--- src/rrsf_pkg.sv ---
// Package with the command codes, constants and stage types of the receive ring framer.
package rrsf_pkg;

    typedef enum logic [1:0] {
        CMD_BYTE    = 2'd0,
        CMD_TICK    = 2'd1,
        CMD_READ    = 2'd2,
        CMD_RELEASE = 2'd3
    } t_cmd;

    localparam logic [7:0] GAP_RESET = 8'd3;
    localparam logic [7:0] QUIET_MAX = 8'd255;
    localparam logic [8:0] LEN_MAX   = 9'd511;

    // Result fields that travel through the pipeline stage and the output register.
    typedef struct packed {
        logic       data_valid;
        logic       last_byte;
        logic       frame_ready;
        logic [8:0] frame_length;
        logic       overrun;
    } t_status;

endpackage

--- src/rx_ring_silence_framer.sv ---
// Top level of the receive ring framer: ring memory, silence timer, read port and output stage.
//
// The block takes one command request per cycle on the s_axis channel and answers each one
// with exactly one result request on the m_axis channel, in order. s_axis_tuser carries the
// command (received byte, tick, read frame byte, release frame) and s_axis_tdata the received
// byte. Received bytes go into a ring memory of RING_DEPTH bytes; ticks time the silence after
// the last byte, and once gap_ticks quiet ticks have passed the frame is marked ready. Read
// commands pop the frame one byte per request, with tlast on the byte that ends the frame.
// Throughput is one request per cycle while m_axis_tready is high: every command is decided
// in the cycle it is accepted, and a popped byte comes from a single synchronous read of the
// ring memory. A result passes the memory read and stage register, then the output register,
// before it is visible on m_axis. When the receiver holds tready low, the output register
// and the stage behind it fill, and s_axis_tready drops only when both are full; no result
// is dropped or repeated. The gap_ticks register is to be written over the APB port only
// while the block is idle; the block does not enforce this. Reset clears the ring positions,
// the timer and the ready flag and loads gap_ticks with 3; the ring memory itself is not
// cleared and needs no sweep, since only bytes that were written can ever be popped.
module rx_ring_silence_framer #(
    parameter int RING_DEPTH = 256
) (
    input  logic        i_clk,
    input  logic        i_rst_n,
    // Command channel.
    input  logic        s_axis_tvalid,
    output logic        s_axis_tready,
    input  logic [7:0]  s_axis_tdata,   // [7:0] rx_byte
    input  logic [1:0]  s_axis_tuser,   // [1:0] command
    // Result channel.
    output logic        m_axis_tvalid,
    input  logic        m_axis_tready,
    output logic [23:0] m_axis_tdata,   // [7:0] data_byte, [8] frame_ready,
                                        // [17:9] frame_length, [18] overrun, [23:19] zero
    output logic        m_axis_tlast,   // last_byte
    output logic        m_axis_tuser,   // [0] data_valid
    // Configuration port.
    input  logic        psel,
    input  logic        penable,
    input  logic        pwrite,
    input  logic [2:0]  paddr,
    input  logic [31:0] pwdata,
    output logic [31:0] prdata,
    output logic        pready
);

    localparam int PW = (RING_DEPTH > 1) ? $clog2(RING_DEPTH) : 1;
    localparam int LW = (PW > 9) ? PW : 9;

    // Register address index of gap_ticks in the APB map.
    localparam logic REG_GAP = 1'b0;

    // Ring memory and its registered read data.
    logic [7:0]    r_ring [RING_DEPTH];
    logic [7:0]    r_rd_data;

    // Control state.
    logic [PW-1:0] r_wp, n_wp;
    logic [PW-1:0] r_rp, n_rp;
    logic [PW-1:0] r_fe, n_fe;
    logic [PW-1:0] r_last, n_last;
    logic [7:0]    r_quiet, n_quiet;
    logic          r_recv, n_recv;
    logic          r_ready, n_ready;
    logic [7:0]    r_gap;

    // Pipeline stage and output register.
    logic                  r_s1_vld;
    rrsf_pkg::t_status     r_s1;
    rrsf_pkg::t_status     n_s1;
    logic                  r_out_vld;
    rrsf_pkg::t_status     r_out;
    logic [7:0]            r_out_data;

    rrsf_pkg::t_cmd s_cmd;
    logic           s_acc;
    logic           s1_move;
    logic           wr_en;
    logic           pop;
    logic           over;
    logic           last;
    logic [7:0]     quiet_inc;
    logic [PW:0]    diff_raw;
    logic [PW:0]    diff_mod;
    logic [LW-1:0]  diff_ext;
    logic [8:0]     len;

    function automatic logic [PW-1:0] f_adv(input logic [PW-1:0] p);
        return (p == PW'(RING_DEPTH - 1)) ? '0 : p + 1'b1;
    endfunction

    // Handshake: the stage register takes a new request when it is empty or drains this cycle.
    assign s1_move       = r_s1_vld && (!r_out_vld || m_axis_tready);
    assign s_axis_tready = !r_s1_vld || s1_move;
    assign s_acc         = s_axis_tvalid && s_axis_tready;
    assign s_cmd         = rrsf_pkg::t_cmd'(s_axis_tuser);

    assign quiet_inc = (r_quiet != rrsf_pkg::QUIET_MAX) ? r_quiet + 8'd1 : r_quiet;

    // Next control state for the accepted command.
    always_comb begin
        n_wp    = r_wp;
        n_rp    = r_rp;
        n_fe    = r_fe;
        n_last  = r_last;
        n_quiet = r_quiet;
        n_recv  = r_recv;
        n_ready = r_ready;
        wr_en   = 1'b0;
        pop     = 1'b0;
        over    = 1'b0;
        last    = 1'b0;
        if (s_acc) begin
            unique case (s_cmd)
                rrsf_pkg::CMD_BYTE: begin
                    wr_en = 1'b1;
                    n_wp  = f_adv(r_wp);
                    over  = (f_adv(r_wp) == r_rp);
                    if (r_recv) begin
                        n_quiet = 8'd0;
                    end
                end
                rrsf_pkg::CMD_TICK: begin
                    if (!r_recv) begin
                        // Idle: start timing once unread bytes sit in the ring.
                        if (!r_ready && (r_wp != r_rp)) begin
                            n_recv  = 1'b1;
                            n_last  = r_wp;
                            n_quiet = 8'd0;
                        end
                    end else if (r_wp != r_last) begin
                        n_last  = r_wp;
                        n_quiet = 8'd0;
                    end else begin
                        n_quiet = quiet_inc;
                        if (quiet_inc >= r_gap) begin
                            n_fe    = r_wp;
                            n_ready = 1'b1;
                            n_recv  = 1'b0;
                        end
                    end
                end
                rrsf_pkg::CMD_READ: begin
                    if (r_ready) begin
                        if (r_rp == r_fe) begin
                            n_ready = 1'b0;
                        end else begin
                            pop  = 1'b1;
                            n_rp = f_adv(r_rp);
                            if (f_adv(r_rp) == r_fe) begin
                                last    = 1'b1;
                                n_ready = 1'b0;
                            end
                        end
                    end
                end
                rrsf_pkg::CMD_RELEASE: begin
                    n_ready = 1'b0;
                end
            endcase
        end
    end

    // Unread frame length after this request, taken modulo the ring depth and saturated.
    always_comb begin
        diff_raw = {1'b0, n_fe} - {1'b0, n_rp};
        diff_mod = diff_raw[PW] ? diff_raw + (PW + 1)'(RING_DEPTH) : diff_raw;
        diff_ext = LW'(diff_mod[PW-1:0]);
        if (!n_ready) begin
            len = 9'd0;
        end else if (diff_ext > LW'(rrsf_pkg::LEN_MAX)) begin
            len = rrsf_pkg::LEN_MAX;
        end else begin
            len = diff_ext[8:0];
        end
    end

    always_comb begin
        n_s1.data_valid   = pop;
        n_s1.last_byte    = last;
        n_s1.frame_ready  = n_ready;
        n_s1.frame_length = len;
        n_s1.overrun      = over;
    end

    // Ring memory: one write and one registered read per cycle, never at the same request.
    always_ff @(posedge i_clk) begin
        if (wr_en) begin
            r_ring[r_wp] <= s_axis_tdata;
        end
        if (pop) begin
            r_rd_data <= r_ring[r_rp];
        end
    end

    always_ff @(posedge i_clk) begin
        if (!i_rst_n) begin
            r_wp    <= '0;
            r_rp    <= '0;
            r_fe    <= '0;
            r_last  <= '0;
            r_quiet <= 8'd0;
            r_recv  <= 1'b0;
            r_ready <= 1'b0;
        end else begin
            r_wp    <= n_wp;
            r_rp    <= n_rp;
            r_fe    <= n_fe;
            r_last  <= n_last;
            r_quiet <= n_quiet;
            r_recv  <= n_recv;
            r_ready <= n_ready;
        end
    end

    // Configuration register.
    always_ff @(posedge i_clk) begin
        if (!i_rst_n) begin
            r_gap <= rrsf_pkg::GAP_RESET;
        end else if (psel && penable && pwrite && (paddr[2] == REG_GAP)) begin
            r_gap <= pwdata[7:0];
        end
    end

    assign pready = 1'b1;
    assign prdata = (paddr[2] == REG_GAP) ? {24'd0, r_gap} : 32'd0;

    // Stage register and output register valid bits.
    always_ff @(posedge i_clk) begin
        if (!i_rst_n) begin
            r_s1_vld  <= 1'b0;
            r_out_vld <= 1'b0;
        end else begin
            if (s_acc) begin
                r_s1_vld <= 1'b1;
            end else if (s1_move) begin
                r_s1_vld <= 1'b0;
            end
            if (s1_move) begin
                r_out_vld <= 1'b1;
            end else if (m_axis_tready) begin
                r_out_vld <= 1'b0;
            end
        end
    end

    always_ff @(posedge i_clk) begin
        if (s_acc) begin
            r_s1 <= n_s1;
        end
        if (s1_move) begin
            r_out      <= r_s1;
            r_out_data <= r_s1.data_valid ? r_rd_data : 8'd0;
        end
    end

    assign m_axis_tvalid = r_out_vld;
    assign m_axis_tdata  = {5'd0, r_out.overrun, r_out.frame_length, r_out.frame_ready,
                            r_out_data};
    assign m_axis_tlast  = r_out.last_byte;
    assign m_axis_tuser  = r_out.data_valid;

    // The timer never runs while a finished frame waits.
    a_recv_ready_excl: assert property (@(posedge i_clk) disable iff (!i_rst_n)
        !(r_recv && r_ready))
        else $error("timer running while a frame is ready");

    // A release always leaves the block without a ready frame.
    a_release_clears: assert property (@(posedge i_clk) disable iff (!i_rst_n)
        (s_acc && (s_cmd == rrsf_pkg::CMD_RELEASE)) |=> !r_ready)
        else $error("release did not clear frame ready");

    // Only a read request can pop a byte.
    a_pop_only_read: assert property (@(posedge i_clk) disable iff (!i_rst_n)
        (s_acc && (s_cmd != rrsf_pkg::CMD_READ)) |=> !r_s1.data_valid)
        else $error("byte popped by a request that is not a read");

    // Every received byte moves the write position.
    a_byte_advances: assert property (@(posedge i_clk) disable iff (!i_rst_n)
        (s_acc && (s_cmd == rrsf_pkg::CMD_BYTE)) |=> (r_wp != $past(r_wp)))
        else $error("received byte did not advance the write position");

    // The last byte of a frame is always a popped byte and leaves no frame ready.
    a_last_is_pop: assert property (@(posedge i_clk) disable iff (!i_rst_n)
        (r_s1_vld && r_s1.last_byte) |-> (r_s1.data_valid && !r_s1.frame_ready))
        else $error("last byte flagged without a pop or with frame still ready");

endmodule
--- config.mk ---
export PLATFORM = sky130hd
export DESIGN_NAME = rx_ring_silence_framer
export DESIGN_NICKNAME = d
export VERILOG_FILES = /design/src/rrsf_pkg.sv /design/src/rx_ring_silence_framer.sv
export SDC_FILE = /design/constraint.sdc
export NUM_CORES = 2
export LEC_CHECK = 0
export BUFFER_PORTS_ARGS = -buffer_cell sky130_fd_sc_hd__buf_2
export CAP_MARGIN = 15
export CORE_MARGIN = 5
export CORE_UTILIZATION = 35
export DETAILED_ROUTE_END_ITERATION = 8
export PLACE_DENSITY_LB_ADDON = 0.3
export SKIP_LAST_GASP = 1
export SYNTH_ARGS = -nofsm -noshare
export SYNTH_HDL_FRONTEND = slang
export SYNTH_SLANG_ARGS = --single-unit
--- constraint.sdc ---
create_clock -name i_clk -period 8.12 [get_ports i_clk]
set_clock_uncertainty 0.1 [all_clocks]
set_input_delay 0 -clock i_clk [delete_from_list [all_inputs] [get_ports i_clk]]
set_output_delay 0 -clock i_clk [all_outputs]
set_load 0.005 [all_outputs]
=== Yosys cells after proc, flatten, opt, wreduce, memory -nomap -nowiden ===
Memories as Yosys holds them, arrays and structs flattened. A register that Yosys moved wholly into a read port is not among the register bits.
Index checks and enable logic that the tools add are counted.
W data, S select, Z words.

* Memories: 1
* Memory bits (writable): 2048
* Logic and storage cells: 114
* Flip-flop bits (word level): 86

{| class="wikitable"
|+ Memory list
! name !! depth !! width !! read ports !! clocked after memory_dff !! write ports !! RTL line !! RTL
|-
| r_ring || 256 || 8 || 1 || 1 || 1 || rx_ring_silence_framer.sv:52 || <nowiki>logic [7:0] r_ring [RING_DEPTH];</nowiki>
|}

* Magnitude comparators: 1
* Add/sub/neg operators: 5
* Bitwise logic cells: 3
* Equality and inequality tests: 14
* Multiplexer cells: 47
* Reduce and logical (&&, ||, !) cells: 21

{| class="wikitable"
|+ Operator list
! cell !! count
|-
| $mux W8 || 21
|-
| $add A8 B1 Y8 const B || 4
|-
| $eq A8 B8 Y1 || 3
|-
| $mux W1 || 24
|-
| $eq A8 B8 Y1 const B || 2
|-
| $ne A8 B8 Y1 || 2
|-
| $pmux W8 S2 || 1
|-
| $sub A8 B8 Y9 || 1
|-
| $ge A8 B8 Y1 || 1
|-
| $ne A8 B8 Y1 const B || 1
|-
| $reduce_and A4 Y1 || 2
|-
| $reduce_bool A2 Y1 || 4
|-
| $logic_and A1 B1 Y1 || 6
|-
| $eq A2 B2 Y1 const B || 2
|-
| $reduce_and A2 Y1 || 2
|-
| $logic_not A1 Y1 || 3
|-
| $ne A3 B3 Y1 const B || 1
|-
| $not A1 Y1 || 3
|-
| $pmux W1 S3 || 1
|-
| $reduce_or A3 Y1 || 1
|-
| $eq A2 B1 Y1 const B || 1
|-
| $logic_not A2 Y1 || 1
|-
| $logic_or A1 B1 Y1 || 2
|-
| $ne A2 B1 Y1 const B || 1
|-
| $ne A2 B2 Y1 const B || 1
|}

=== Logic depth before layout (Yosys ltp) ===
* Depth in word-level cells: 11
* Gate-level depth with buffers: 22
* Gate-level depth less buffers: 22

=== Least setup slack after synthesis ===
Ideal clock, no wire load.

* Path type: register to register
* Start point: register r_quiet[0]
* End point: register r_s1[8] (netlist name), data pin
* Cell stages (with the launch flop): 22
* Clock period less this slack: 4756 ps
* Data arrival time: 4392 ps
* Library setup time: 264 ps
* Path buffers: 0
* Path slack: 3364 ps
* Path through: dfxtp_1 -> ha_1 -> and3_1 -> and3_1 -> nand3_1 -> mux2_2 -> ha_1 -> nand2_1 -> o21ai_0 -> a31oi_1 -> o21ai_0 -> nand3_1 -> mux2i_1 -> inv_1 -> ha_1 -> nor2b_1 -> o21ai_0 -> nand2b_1 -> a311oi_1 -> o21a_1 -> o211ai_1 -> nor3b_1

* Word-level cells in the longest chain between the ends: 11
* Elaborated cells between the ends (all ways): 17
* Those cells by class: add/sub: 3; order compare: 1; eq/ne: 1; mux: 12

{| class="wikitable"
|+ Ends and longest elaborated chain
! item !! RTL line !! RTL
|-
| from (decl) || rx_ring_silence_framer.sv:60 || <nowiki>logic [7:0] r_quiet, n_quiet;</nowiki>
|-
| from (signal assigned) || rx_ring_silence_framer.sv:208 || <nowiki>r_quiet <= n_quiet;</nowiki>
|-
| $add A8 B1 Y8 or $ne A8 B8 Y1 (tied branches) || rx_ring_silence_framer.sv:96 || <nowiki>assign quiet_inc = (r_quiet != rrsf_pkg::QUIET_MAX) ? r_quiet + 8'd1 : r_quiet;</nowiki>
|-
| $mux W8 * || rx_ring_silence_framer.sv:96 ||
|-
| $ge A8 B8 Y1 * || rx_ring_silence_framer.sv:134 || <nowiki>if (quiet_inc >= r_gap) begin</nowiki>
|-
| $mux W8 * || rx_ring_silence_framer.sv:134 ||
|-
| $mux W8 * || rx_ring_silence_framer.sv:129 || <nowiki>end else if (r_wp != r_last) begin</nowiki>
|-
| $mux W8 * || rx_ring_silence_framer.sv:122 || <nowiki>if (!r_recv) begin</nowiki>
|-
| $mux W8 * || rx_ring_silence_framer.sv:112 || <nowiki>unique case (s_cmd)</nowiki>
|-
| $mux W8 * || rx_ring_silence_framer.sv:111 || <nowiki>if (s_acc) begin</nowiki>
|-
| via n_fe[1] || rx_ring_silence_framer.sv:58 || <nowiki>logic [PW-1:0] r_fe, n_fe;</nowiki>
|-
| $sub A8 B8 Y9 * || rx_ring_silence_framer.sv:164 || <nowiki>diff_raw = {1'b0, n_fe} - {1'b0, n_rp};</nowiki>
|-
| $add A8 B1 Y8 || rx_ring_silence_framer.sv:165 || <nowiki>diff_mod = diff_raw[PW] ? diff_raw + (PW + 1)'(RING_DEPTH) : diff_raw;</nowiki>
|-
| $mux W8 * || rx_ring_silence_framer.sv:165 ||
|-
| to (signal assigned) || rx_ring_silence_framer.sv:247 || <nowiki>r_s1 <= n_s1;</nowiki>
|-
| to (decl) || rx_ring_silence_framer.sv:67 || <nowiki>rrsf_pkg::t_status r_s1;</nowiki>
|}

Mark *: on every way through the listed nets, which the timed path passes. The rest lies on a longest branch.
A chain may end at the register's enable or synchronous reset.

=== Worst setup path in the final report ===
Same ends and word-level chain as after synthesis.

==> results.toml <==
[run_status]
outcome = "finished clean"

[clocking]
clockRootBuffer = "clkbuf_16"
cts_made_buffers = 212
cts_sinks = 2140
cts_tree = "done"
cts_max_path_buffers = 3
clk_transition_reported_paths_ps = 60
cts_setup_buffers = 0
htree_levels = 4
clk_latency_ps = 850

[timing]
setup_viol = 0
worst_slack_ps = 2560
slew_violations = 0
post-route-period-util_pct = 68.4
worst_slew_pin_slew_ps = 1100
rsz0062_at_grt = "false"
max_freq_ghz = 0.180
maxSlewHeadroom_pct = 26.8
hold_viol = 0
period_minus_slack_ps = 5560
finalSetupTns_ps = 0

[floorplan]
dieArea_mm2 = 0.250
ioPinCount = 113
rows = 180
fp.dieW_um = 500
core_mm2 = 0.240
chipHeight_um = 500
initial_core_util_pct = 35.1

[critical_path]
required_ps = 8620
max_stage_delay_ps = 450
crit_path_end_kind = "flip-flop"
cp_data_arrival_time_ps = 6060
slowest_stage = "nand3_1"
cp_max_fo = 8
cp-start-kind = "flip-flop"
path_class = "reg -> reg"
path_cells = "ha_1 > and3_1 > and3_1 > nand3_1 > mux2_2 > ha_1 > nand2_1 > o21ai_0 > a31oi_1 > o21ai_0 > nand3_1 > mux2i_1 > inv_1 > ha_1 > nor2b_1 > o21ai_0 > nand2b_1 > a311oi_1 > nor3_1 > a211oi_1 > nor3b_1"

[routing]
firstDrtPassIters = 7
drc = 0
wirelength_um = 201000
viasPerCell = 5.30
wl_per_cell_um = 26.6
drt-initial-drc-count = 4088
final_antenna_net_count = 0
vias = 40100

[finish]
fin_nets = 4262
fin_util_pct = 39.6
layoutNonFillerInstCount = 7557
drive_gt1_share_pct = 23.0
n_fill_cell = 21100
regArea_mm2 = 0.0638
multi_input_area_mm2 = 0.0190
syn_to_final_growth_pct = 13.0

[logic_synthesis]
syn_avg_cell_area_um2 = 20.8
ys_warn_count = 0
netlist_area_mm2 = 0.0841
synth_cells = 4044
async_reset_ff_share_pct = 0
synth-edff-count = 2088
yosys-top-cells-count = "edfxtp_1 (2088), mux4_2 (536), nor2_1 (292), mux2i_1 (100), clkbuf_1 (92)"
synth_area_leaders = "edfxtp_1 (75%), mux4_2 (14%), nor2_1 (1.3%), dfxtp_1 (1.2%), mux2i_1 (1.2%)"
yosysTopAreaCell = "edfxtp_1"
ys_types = 62
ys.flop_type = "edfxtp_1"
ys_ff_latch = 2140
yosysMostFrequentCell = "edfxtp_1"
yosysSeqAreaShare_pct = 75.8
synthDominantCellAreaShare_pct = 74.5

[placed_design]
dp_hpwl_um = 116000
portBuffers = 55
gp_congestion = 0.813
place_ws_ps = 2570
dp_cells = 7108

[run]
drv_cap = 0

[grt]
grt_pass1_vias = 41300
grt_pass1_wl_um = 294000
grt-ovfl-total = 0
grtUsageTotal_pct = 15.9
antenna_found_initial = 6
grt_max_degree = 136

[pwr]
p_clk_share_pct = 43.6
switching_power_uw = 4450
pwr-share-seq_pct = 55.2
cellPowerDensity_mw_per_mm2 = 231
leakage_uw = 0.0280
swShare_pct = 20.3
p_int_uw = 17500
pwr-share-comb_pct = 1.2
peakVddDrop_mv = 0.210

[worst_hold_path]
hp-class = "in -> reg"
[power by group through the flow]
stage	sequential (µW)	combinational [µW]	clock, µW
after detailed placement	12400	254	0
after global placement	12400	239	0
final	12100	263	9570
after global routing	12100	288	10200
after floorplan	12400	47.0	0
after CTS	12100	269	9750
[stage by stage]
step	hold slack (ps)	power [µW]	cell area (µm²)
after detailed placement	121	12600	87800
after global placement	123	12600	87800
after global routing	127	22600	95100
after floorplan	-1.13	12400	84200
after CTS	63.3	22100	95100
final	134	22000	95100
[final cells by class]
cell class                      count  area share, %
Antenna cell                        3        0.00789
Clock buffer                      252           5.76
Clock inverter                    143           1.38
Inverter                           18         0.0711
Multi-Input combinational cell   1642           20.0
Sequential cell                  2140           67.0
Tap cell                         3185           4.19
Timing Repair Buffer              174           1.54
[worst max-delay path, delay by kind of cell (launching register included)]
family	cells	cell delay (ps)
DFF	1	420
and+or+nand+nor	9	1640
AOI/OAI and AO/OA	6	1460
adders and majority gates	3	780
buffers and inverters	1	80
muxes	2	820
[cells in the final DEF, fill, tap and decap left out, types with 15 or more instances in the layout]
master         synthesis  final
clkbuf_16              0    213
a21boi_0              20     20
o22ai_1               24     24
nand3_1               58     43
o21ai_0               24     24
dfxtp_1               52     46
xnor2_1               34     34
clkinv_1               0     56
buf_2                 76     47
a22oi_1               58     58
nor3_1                33     32
dlygate4sd3_1          0     51
clkinv_2               0     48
bufinv_16              0     16
a31oi_1               17     17
a21oi_1               42     42
nand2_1               80     79
mux4_2               536    536
buf_4                 67     61
inv_1                 18     18
clkbuf_1              92     39
nand3_2                0     15
a211oi_1              25     25
and2_1                22     22
nor2b_1               35     31
a22o_1                24     24
nand2b_1              16     16
edfxtp_1            2088   2088
conb_1                 2     31
o221ai_1              24     24
mux2i_1              100    100
nor2_1               292    291
ha_1                  21     21
[repair_timing]
item,CTS,global route
gates resized for setup,0,0
endpoints found under the hold margin,934,0
hold buffers,51,0
[per-layer routing]
| metal | GRT usage, % | up-vias | wire length, µm |
|---|---|---|---|
| li1 | - | 17000 | - |
| met1 | 22.4 | 21400 | 86200 |
| met2 | 25.2 | 1432 | 95000 |
| met3 | 3.41 | 282 | 14900 |
| met4 | 4.16 | 0 | 4680 |
| met5 | 0 | - | 0 |
[path summary, 6_finish.rpt]
kind,start,to,slack [ps],depth (start not counted)
min reg2reg,r_s1[10]$_DFFE_PP_,m_axis_tdata[8]$_DFFE_PP_,320,0
max reg2reg,r_quiet[0]$_SDFFE_PN0P_,r_s1[8]$_SDFFCE_PN0P_,2560,21
max,r_quiet[0]$_SDFFE_PN0P_,r_s1[8]$_SDFFCE_PN0P_,2560,21
min,s_axis_tdata[7],r_ring[54][7]$_DFFE_PP_,130,2
[logic make-up after synthesis]
logic type	Yosys count	synth area share (%)
simple gates	579	3.11
fa+ha+maj	22	0.336
buf+inv	291	1.88
other cells	2	0.00893
xor+xnor	47	0.489
flops	2140	75.8
compound gates	313	2.68
mux	650	15.7
[flip-flops by register name (all words and copies together) (netlist names)]
register / cells
r_wp: 8
m_axis_tlast: 1
r_ready: 1
r_ring: 2048
m_axis_tdata: 10
r_last: 8
r_gap: 8
r_s1_vld: 1
r_recv: 1
m_axis_tuser: 1
r_out_data: 8
r_s1: 12
r_rd_data: 8
r_rp: 8
m_axis_tvalid: 1
r_quiet: 8
r_fe: 8
No activity file was read; power rests on OpenSTA's default activity.
